==> config.mk <==
export PLATFORM = sky130hd
export DESIGN_NAME = sha0_message_digest_flat
export DESIGN_NICKNAME = d
export VERILOG_FILES = /design/src/design/sha0_pkg.sv /design/src/design/sha0_if.sv /design/src/design/sha0_front.sv /design/src/design/sha0_back.sv /design/src/design/sha0_message_digest.sv /design/src/flat_wrapper.sv
export SDC_FILE = /design/constraint.sdc
export NUM_CORES = 2
export LEC_CHECK = 0
export BUFFER_PORTS_ARGS = -buffer_cell sky130_fd_sc_hd__buf_2
export CORE_MARGIN = 3
export CORE_UTILIZATION = 65
export CTS_BUF_LIST = sky130_fd_sc_hd__clkbuf_4
export CTS_CLUSTER_DIAMETER = 100
export DETAILED_ROUTE_END_ITERATION = 10
export MAX_ROUTING_LAYER = met4
export PLACE_DENSITY_LB_ADDON = 0.1
export SETUP_SLACK_MARGIN = 0.2
export SYNTH_ARGS = -nofsm -noshare
export SYNTH_HDL_FRONTEND = slang
export SYNTH_HIERARCHICAL = 1
export SYNTH_SLANG_ARGS = --single-unit
==> constraint.sdc <==
create_clock -name clk -period 17.48 [get_ports clk]
set_clock_uncertainty 0.15 [all_clocks]
set_input_delay 5.244 -clock clk [delete_from_list [all_inputs] [get_ports clk]]
set_output_delay 5.244 -clock clk [all_outputs]
set_load 0.01 [all_outputs]
==> src/design/sha0_pkg.sv <==
// SHA-0 digest package: constants, initial vector and shared types.
// No dependencies; used by every other design file except the checker.
package sha0_pkg;
	localparam logic [31:0] K0 = 32'h5A827999;
	localparam logic [31:0] K1 = 32'h6ED9EBA1;
	localparam logic [31:0] K2 = 32'h8F1BBCDC;
	localparam logic [31:0] K3 = 32'hCA62C1D6;
	localparam logic [159:0] IV = 160'h67452301_EFCDAB89_98BADCFE_10325476_C3D2E1F0;
	localparam logic [7:0] PAD_BYTE = 8'h80;
	localparam logic [5:0] LEN_OFFSET = 6'd56;
	localparam int QDEPTH = 4;

	// one input item, also passed from front to back
	typedef struct packed {
		logic [7:0] data_byte;
		logic       byte_valid;
		logic       last_byte;
	} cmd_t;

	typedef struct packed {
		logic [63:0] digest_high;
		logic [63:0] digest_mid;
		logic [31:0] digest_low;
	} digest_t;
endpackage

==> src/design/sha0_if.sv <==
// Valid/ready stream interfaces with source and sink modports.
// Depends on sha0_pkg for the payload types.
interface sha0_in_if;
	logic           valid;
	logic           ready;
	sha0_pkg::cmd_t data;
	modport source (output valid, output data, input ready);
	modport sink (input valid, input data, output ready);
endinterface

interface sha0_out_if;
	logic              valid;
	logic              ready;
	sha0_pkg::digest_t data;
	modport source (output valid, output data, input ready);
	modport sink (input valid, input data, output ready);
endinterface

==> src/design/sha0_front.sv <==
// Front part: accepts input items and holds them in a short queue.
// Depends on sha0_pkg.
module sha0_front (
	input  logic              clk,
	input  logic              arst_n,
	input  logic [7:0]        in_data,
	input  logic              in_has_byte,
	input  logic              in_last,
	input  logic              in_valid,
	output logic              in_ready,
	output sha0_pkg::cmd_t    q_cmd,
	output logic              q_valid,
	input  logic              q_ready
);
	localparam int AW = $clog2(sha0_pkg::QDEPTH);
	sha0_pkg::cmd_t mem_q [sha0_pkg::QDEPTH];
	logic [AW-1:0] wp_q, rp_q;
	logic [AW:0] cnt_q;
	logic push, pop;

	assign in_ready = (cnt_q != (AW+1)'(sha0_pkg::QDEPTH));
	// drop items that carry neither a byte nor an end mark
	assign push = in_valid && in_ready && (in_has_byte || in_last);
	assign q_valid = (cnt_q != '0);
	assign pop = q_valid && q_ready;
	assign q_cmd = mem_q[rp_q];

	always_ff @(posedge clk) begin
		if (push)
			mem_q[wp_q] <= '{data_byte: in_data, byte_valid: in_has_byte, last_byte: in_last};
	end

	always_ff @(posedge clk or negedge arst_n) begin
		if (!arst_n) begin
			wp_q <= '0;
			rp_q <= '0;
			cnt_q <= '0;
		end else begin
			if (push) wp_q <= wp_q + 1'b1;
			if (pop) rp_q <= rp_q + 1'b1;
			cnt_q <= cnt_q + (AW+1)'(push) - (AW+1)'(pop);
		end
	end
endmodule

==> src/design/sha0_back.sv <==
// Back part: packs bytes into blocks, pads, runs 80 rounds one per cycle.
// Depends on sha0_pkg.
module sha0_back (
	input  logic              clk,
	input  logic              arst_n,
	input  sha0_pkg::cmd_t    q_cmd,
	input  logic              q_valid,
	output logic              q_ready,
	output sha0_pkg::digest_t dig,
	output logic              dig_valid,
	input  logic              dig_ready
);
	typedef enum logic [4:0] {
		S_IDLE = 5'b00001,
		S_PAD  = 5'b00010,
		S_RUN  = 5'b00100,
		S_ADD  = 5'b01000,
		S_OUT  = 5'b10000
	} state_t;

	state_t state_q;
	logic [31:0] w_q [16];
	logic [31:0] h_q [5];
	logic [31:0] a_q, b_q, c_q, d_q, e_q;
	logic [6:0]  rnd_q;
	logic [5:0]  pos_q;
	logic [63:0] total_q;
	logic [63:0] bits_q;
	logic        fin_q;
	logic        lenw_q;
	// set while padding must resume after the current compression
	logic        pending_pad_q;

	logic [31:0] f, k, t, wnew;
	logic [7:0]  pad_byte;
	logic        take;

	assign q_ready = (state_q == S_IDLE);
	assign take = q_valid && q_ready;

	always_comb begin
		if (rnd_q < 7'd20) begin
			f = (b_q & c_q) | (~b_q & d_q); k = sha0_pkg::K0;
		end else if (rnd_q < 7'd40) begin
			f = b_q ^ c_q ^ d_q; k = sha0_pkg::K1;
		end else if (rnd_q < 7'd60) begin
			f = (b_q & c_q) | (b_q & d_q) | (c_q & d_q); k = sha0_pkg::K2;
		end else begin
			f = b_q ^ c_q ^ d_q; k = sha0_pkg::K3;
		end
		t = {a_q[26:0], a_q[31:27]} + f + e_q + k + w_q[0];
		// schedule word 16 ahead, no rotation
		wnew = w_q[13] ^ w_q[8] ^ w_q[2] ^ w_q[0];
	end

	// pad byte at current offset: zeros, then length
	always_comb begin
		if (!lenw_q) pad_byte = 8'h00;
		else pad_byte = bits_q[63:56];
	end

	assign dig = '{digest_high: {h_q[0], h_q[1]}, digest_mid: {h_q[2], h_q[3]},
		digest_low: h_q[4]};
	assign dig_valid = (state_q == S_OUT);

	always_ff @(posedge clk or negedge arst_n) begin
		if (!arst_n) begin
			state_q <= S_IDLE;
			total_q <= '0;
			bits_q <= '0;
			pos_q <= '0;
			fin_q <= 1'b0;
			lenw_q <= 1'b0;
			rnd_q <= '0;
			for (int i = 0; i < 16; i++) w_q[i] <= '0;
			for (int i = 0; i < 5; i++) h_q[i] <= sha0_pkg::IV[159-32*i -: 32];
		end else begin
			unique case (state_q)
				S_IDLE: if (take) begin
					if (q_cmd.byte_valid) begin
						w_q[pos_q[5:2]] <= {w_q[pos_q[5:2]][23:0], q_cmd.data_byte};
						pos_q <= pos_q + 1'b1;
						total_q <= total_q + 64'd1;
					end
					if (q_cmd.last_byte) begin
						bits_q <= (total_q + 64'(q_cmd.byte_valid)) << 3;
						fin_q <= 1'b1;
						lenw_q <= 1'b0;
					end
					if (q_cmd.byte_valid && pos_q == 6'd63) begin
						state_q <= S_RUN;
					end else if (q_cmd.last_byte) begin
						state_q <= S_PAD;
					end
					// 0x80 goes in on the first pad cycle via fin flag
				end
				S_PAD: begin
					if (fin_q) begin
						w_q[pos_q[5:2]] <= {w_q[pos_q[5:2]][23:0], sha0_pkg::PAD_BYTE};
						fin_q <= 1'b0;
					end else begin
						w_q[pos_q[5:2]] <= {w_q[pos_q[5:2]][23:0], pad_byte};
						if (lenw_q) bits_q <= {bits_q[55:0], 8'h00};
					end
					pos_q <= pos_q + 1'b1;
					if (pos_q + 6'd1 == sha0_pkg::LEN_OFFSET) lenw_q <= 1'b1;
					if (pos_q == 6'd63) state_q <= S_RUN;
				end
				S_RUN: begin
					for (int i = 0; i < 15; i++) w_q[i] <= w_q[i+1];
					w_q[15] <= wnew;
					rnd_q <= rnd_q + 1'b1;
					if (rnd_q == 7'd79) state_q <= S_ADD;
				end
				S_ADD: begin
					h_q[0] <= h_q[0] + a_q; h_q[1] <= h_q[1] + b_q;
					h_q[2] <= h_q[2] + c_q; h_q[3] <= h_q[3] + d_q;
					h_q[4] <= h_q[4] + e_q;
					rnd_q <= '0;
					// after a length block the message is done
					if (lenw_q) state_q <= S_OUT;
					else if (pending_pad_q) state_q <= S_PAD;
					else state_q <= S_IDLE;
				end
				S_OUT: if (dig_ready) begin
					for (int i = 0; i < 5; i++) h_q[i] <= sha0_pkg::IV[159-32*i -: 32];
					total_q <= '0;
					pos_q <= '0;
					lenw_q <= 1'b0;
					state_q <= S_IDLE;
				end
				default: state_q <= S_IDLE;
			endcase
		end
	end

	always_ff @(posedge clk or negedge arst_n) begin
		if (!arst_n) pending_pad_q <= 1'b0;
		else if (take) pending_pad_q <= q_cmd.last_byte;
		else if (state_q == S_OUT) pending_pad_q <= 1'b0;
	end

	// load working words before each compression, then run the rounds
	always_ff @(posedge clk) begin
		if (state_q != S_RUN) begin
			a_q <= h_q[0]; b_q <= h_q[1]; c_q <= h_q[2]; d_q <= h_q[3]; e_q <= h_q[4];
		end else begin
			e_q <= d_q; d_q <= c_q; c_q <= {b_q[1:0], b_q[31:2]};
			b_q <= a_q; a_q <= t;
		end
	end
endmodule

==> src/design/sha0_message_digest.sv <==
// Top level of the SHA-0 digest block: front queue and compression back end.
// Depends on sha0_pkg, sha0_if, sha0_front and sha0_back.
//
//  channel  dir  payload                               accepted when
//  in_ch    in   data_byte, byte_valid, last_byte      valid && ready
//  out_ch   out  digest_high, digest_mid, digest_low   valid && ready
//
// Bytes are taken while the back end is idle; every 64th byte starts a compression
// of 80 rounds in one round unit plus the add, during which no byte is taken.
// An end item adds padding at one byte a cycle, one or two compressions
// and the digest, held until taken. Reset loads the initial vector.
// The four-entry queue keeps taking items, until it is full, while the back end
// compresses or the digest waits.
module sha0_message_digest (
	input logic clk,
	input logic arst_n,
	sha0_in_if.sink    in_ch,
	sha0_out_if.source out_ch
);
	sha0_pkg::cmd_t q_cmd;
	logic q_valid, q_ready;

	sha0_front u_front (
		.clk, .arst_n,
		.in_data(in_ch.data.data_byte), .in_has_byte(in_ch.data.byte_valid),
		.in_last(in_ch.data.last_byte), .in_valid(in_ch.valid), .in_ready(in_ch.ready),
		.q_cmd, .q_valid, .q_ready
	);

	sha0_back u_back (
		.clk, .arst_n, .q_cmd, .q_valid, .q_ready,
		.dig(out_ch.data), .dig_valid(out_ch.valid), .dig_ready(out_ch.ready)
	);
endmodule

==> src/flat_wrapper.sv <==
// flat-port wrapper written by rule: the top's interface ports become plain ports
module sha0_message_digest_flat 
  (clk, arst_n, in_ch_valid, in_ch_data, in_ch_ready, out_ch_valid, out_ch_data, out_ch_ready);
  sha0_in_if in_ch_i ();
  sha0_out_if out_ch_i ();
  input logic clk;
  input logic arst_n;
  input wire logic [$bits(in_ch_i.valid)-1:0] in_ch_valid;
  input wire logic [$bits(in_ch_i.data)-1:0] in_ch_data;
  output wire logic [$bits(in_ch_i.ready)-1:0] in_ch_ready;
  output wire logic [$bits(out_ch_i.valid)-1:0] out_ch_valid;
  output wire logic [$bits(out_ch_i.data)-1:0] out_ch_data;
  input wire logic [$bits(out_ch_i.ready)-1:0] out_ch_ready;
  assign in_ch_i.valid = in_ch_valid;
  assign in_ch_i.data = in_ch_data;
  assign in_ch_ready = in_ch_i.ready;
  assign out_ch_valid = out_ch_i.valid;
  assign out_ch_data = out_ch_i.data;
  assign out_ch_i.ready = out_ch_ready;
  sha0_message_digest u_core (.clk(clk), .arst_n(arst_n), .in_ch(in_ch_i), .out_ch(out_ch_i));
endmodule
* After elaboration in Yosys (flattened, before gate mapping)
Memory sizes are Yosys's and may differ from the RTL's. Index checks and enable logic that the tools add are counted.
Operators by class: $add $sub $neg 17, order comparisons 5, equality and inequality tests 20, multiplexer cells 61, bitwise gates (word level) 14, reductions and logical operators 22
Operators by type and width (count):
- $bwmux W512 | 3
- $mux W512 | 3
- $pmux W512 S3 | 1
- $mux W64 | 7
- $mux W32 | 11
- $pmux W160 S2 | 1
- $add A32 B32 Y32 | 9
- $pmux W64 S2 | 2
- $mux W160 | 1
- $xor A32 B32 Y32 | 5
- $and A32 B32 Y32 | 4
- $bmux W32 S4 | 1
- $demux W32 S4 | 1
- $or A32 B32 Y32 | 3
- $add A64 B1 Y64 const B | 1
- $add A61 B1 Y61 | 1
- $mux W24 | 2
- $mux W5 | 7
- $not A32 Y32 | 1
- $mux W31 | 1
- $pmux W5 S5 | 1
- $mux W6 | 3
- $pmux W6 S3 | 1
- $reduce_and A5 Y1 | 3
- other kinds (34) | 66
Storage, ports and cells: register bits after elaboration 988, bits in writable memories 40, input port bits 14, output and inout bits 162, memories kept 1
Memories:
- u_core.u_front.mem_q | words 4, bits a word 10, read ports 1, clocked after memory_dff 0, wr ports 1, line sha0_front.sv:16 | sha0_pkg::cmd_t mem_q [sha0_pkg::QDEPTH];

* Depth between registers and ports, before layout
depth in word-level cells 11, depth in mapped cells 24

* Cells and area by module
Netlist, hierarchy kept.
By module, submodules not included:
- sha0_back | times used 1, cells each 6416, area an instance 58188.3 um^2, seq. area each 23699.0 um^2
- sha0_front | times used 1, cells each 89, area an instance 1863.0 um^2, seq. area each 1376.3 um^2

* Least setup slack after synthesis
Ideal clock, no wire load.
path type input to register, start input port in_ch_data[0], end register u_core.u_front.cnt_q[2], setup time 123 ps, arrival 6740 ps, required time 17207 ps, setup slack 10467 ps, stages on the path 9, buffers on the path 0, cells stage by stage o21ai_0 a21oi_2 inv_1 ha_1 inv_1 ha_1 fa_1 xnor2_1 xnor2_1
On the way: longest elaborated chain between the ends 4
RTL lines:
- start: declaration | line flat_wrapper.sv:9 | input wire logic [$bits(in_ch_i.data)-1:0] in_ch_data;
- $logic_or A1 B1 Y1 | line sha0_front.sv:23 | assign push = in_valid && in_ready && (in_has_byte || in_last);
- $logic_and A1 B1 Y1 | line sha0_front.sv:23
- $add A3 B1 Y3 | line sha0_front.sv:41 | cnt_q <= cnt_q + (AW+1)'(push) - (AW+1)'(pop);
- $sub A3 B1 Y3 | line sha0_front.sv:41
- end signal: assignment | line sha0_front.sv:41
- end: declaration | line sha0_front.sv:18 | logic [AW:0] cnt_q;
Every way passes these cells. A chain may end at the register's enable or synchronous reset.

* Final worst setup path
start register u_core.u_back.state_q[3], end output port out_ch_valid
On the way: longest elaborated chain between the ends 1
RTL lines:
- start: declaration | line sha0_back.sv:21 | state_t state_q;
- start signal: assignment | line sha0_back.sv:68 | state_q <= S_IDLE;
- start signal: assignment | line sha0_back.sv:91 | state_q <= S_RUN;
- start signal: assignment | line sha0_back.sv:93 | state_q <= S_PAD;
- $eq A5 B5 Y1 | line sha0_back.sv:64 | assign dig_valid = (state_q == S_OUT);
- end: declaration | line flat_wrapper.sv:11 | output wire logic [$bits(out_ch_i.valid)-1:0] out_ch_valid;
Every way passes these cells.

==> flow_summary.yaml <==
drt:
  viasPerCell: 6.67
  firstDrtPassIters: 9
  drt_iter0_drc: 7591
  vias: 53600
  routedWlPerCell_um: 24.0
  drc: 0
  postRouteWirelength_um: 193000
  antenna_left: 0
place:
  dpl.hpwl_um: 124000
  place.gp.congestion: 1.03
  io_buffers: 175
  dpl_cell_area_um2: 61800
yosys:
  synth.distinct_cells: 94
  syn_nets: 6849
  yosys-top-cells-area: "dfrtp_1 (31%), nand2_1 (7.2%), a22oi_1 (6.4%)"
  ys_seq_area_frac: 0.418
  syn_avg_cell_area_um2: 9.23
  synth_top_area_share: 0.309
  synth_area_um2: 60100
  synth_warnings: 6
  ys_ff_latch: 1022
  postSynthCellCount: 6505
  synth.largest_area_cell: "dfrtp_1"
  async_reset_ff_frac: 0.804
  synth_edf_count: 40
  synth_flop_cell: "dfrtp_1"
sta:
  hold_viol: 0
  fin_hold_ws_ps: 317
  finalSetupViolations: 0
  period_share: 0.475
  rsz0062_at_grt: "false"
  layout_min_cycle_time_ps: 8300
  finalMaxSlewViolations: 0
  clock.fmax_mhz: 120
  worst_slew_pin_slew_ps: 1280
  tns_ps: 0
  slew-limit-headroom: 0.143
worst_setup_path:
  critPathLaunch: "u_core/u_back/state_q[3]"
  reg2reg_from: "u_core/u_back/rnd_q[2]"
  cpPeakStageDelay_ps: 540
  r2r_cells: 22
  critPathMaxFanout: 8
  endpoint_kind: "output port"
  setup.worst_path.start_class: "flop"
  crit_buf_inv: 2
  critical_path.cell_chain: "nor3_1 > nand2_1 > inv_1 > buf_2"
  worstPathArrival_ps: 2910
  worst-setup-path-type: "flop to output port"
  path_depth: 4
  cp.required_ps: 12090
  cp_top_family: "simple AND/OR/NAND/NOR gates"
  slowest_stage: "nor3_1"
grt:
  gr-usage-all-layers: 0.413
  antenna_found_initial: 9
  grt_pass1_vias: 51600
  grt_pass1_wl_um: 297000
  grt_overflow: 0
  grt_max_degree: 223
floorplanning:
  rows: 110
  dieArea_um2: 96100
  die_h_um: 310
  io_pins: 176
  core_area_um2: 90800
  die_w_um: 310
  start_util: 0.661
finish:
  area_growth_syn_to_layout_pct: 8.94
  fin_nets: 6981
  final_common_cell: "nand2_1"
  n_fill_cell: 6970
  drive_above_1_share: 0.149
  final_cell_mix: "nand2_1 (1,144), dfrtp_1 (737), o21ai_0 (625)"
  stdcell_area_um2: 65400
hold_path:
  worstHoldStart: "u_core/u_back/dig[22]"
  whs_path_depth: 2
  hold_class: "flop to flop"
cts:
  htreeDepth: 5
  cts_hold_buf: 0
  cts_inserted_buffers: 292
  clockRootBuffer: "clkbuf_4"
  cts-resized-gates: 0
  cts_setup_buffers: 0
  numClockSinks: 1022
  clockBufferDepth: 4
  cts_tree: "yes"
  clk_pin_slew_ps: 70
  clk_latency_ps: 1260
outcome:
  status: "finished clean"
job:
  drv_cap: 0
power:
  leakage_nw: 28.3
  ir_worst_vdd_v: 0.000350
  power.density_nw_per_um2: 242
## routing by layer
layer | vias up | global-route usage | wire length [µm]
met1 | 25900 | 0.532 | 74100
met3 | 763 | 0.104 | 22100
li1 | 23500 | - | -
met2 | 3342 | 0.599 | 85200
met4 | 0 | 0.232 | 11600
met5 | - | - | 0
## synthesized netlist by cell type, types with 35 or more instances
master    count
a21o_1       66
a21oi_1     242
a22oi_1     515
and3_1       45
buf_1        35
buf_2        41
clkbuf_1    344
dfrtp_1     741
dfstp_2      81
dfxtp_1     160
edfxtp_1     40
fa_1        126
ha_1        204
inv_1       250
mux4_2      128
nand2_1    1145
nand3_1     115
nand4_1      37
nor2_1      350
nor3_1       99
o21ai_0     625
o21ai_1     209
or3_1        39
xnor2_1     190
xor2_1      171
## cells by family after synthesis
logic type      after synthesis  synth area share
compound gates             1948             0.202
simple gates               1996             0.144
mux                         174            0.0564
flops                      1022             0.418
buf+inv                     674            0.0432
xor+xnor                    361            0.0527
fa+ha+maj                   330            0.0845
## final cells by class
cell class	instances	area, µm²	share of cell area
multi-input combinational	4809	32700	0.499
sequential	1022	25100	0.383
clock buffer	439	3300	0.0504
timing repair buffer	260	1590	0.0243
tap	1176	1470	0.0225
inverter	252	946	0.0145
clock inverter	59	343	0.00524
antenna	13	32.5	0.000497
## report_power, final
part / internal (mW) / total [mW] / switching, mW
Sequential: 3.11 / 4.08 / 0.964
Combinational: 3.73 / 9.53 / 5.80
Clock: 1.20 / 2.25 / 1.05
Total: 8.04 / 15.9 / 7.81
## worst register-to-register path, cell delays in order (launching register included)
cell	delay, ps
dfrtp_1	430
and3_1	280
or3_1	920
inv_2	520
a21oi_4	240
buf_4	360
a221oi_1	220
fa_1	560
fa_1	410
inv_1	60
ha_1	190
inv_1	60
fa_1	400
nor2b_1	180
o2111ai_1	180
a2111oi_0	470
o31ai_1	180
a21oi_1	320
o211a_1	210
or2_1	130
a311oi_1	160
or4_1	500
nand3_1	90
## through the flow
stage / utilization / std cells / setup slack (ps) / total power [mW]
final: 0.720 / 8030 / 9180 / 15.9
after global routing: 0.720 / 8029 / 9010 / 17.1
after CTS: 0.720 / 8017 / 9140 / 15.6
after detailed placement: 0.680 / 7519 / 9570 / 13.3
after global placement: 0.680 / 7519 / 9600 / 13.1
after floorplan: - / 6505 / 10470 / 10.8
## path summary, 6_finish.rpt
kind,to,slack [ps]
setup / recovery,out_ch_valid,9180
hold reg to reg,u_core/u_back/e_q[22],320
max in group asynchronous,u_core/u_back/w_q[268],10770
min in group asynchronous,u_core/u_back/dig[86],3900
setup reg to reg,u_core/u_back/a_q[27],10220
hold / removal,u_core/u_back/e_q[22],320
No activity file was read; power rests on OpenSTA's default activity.
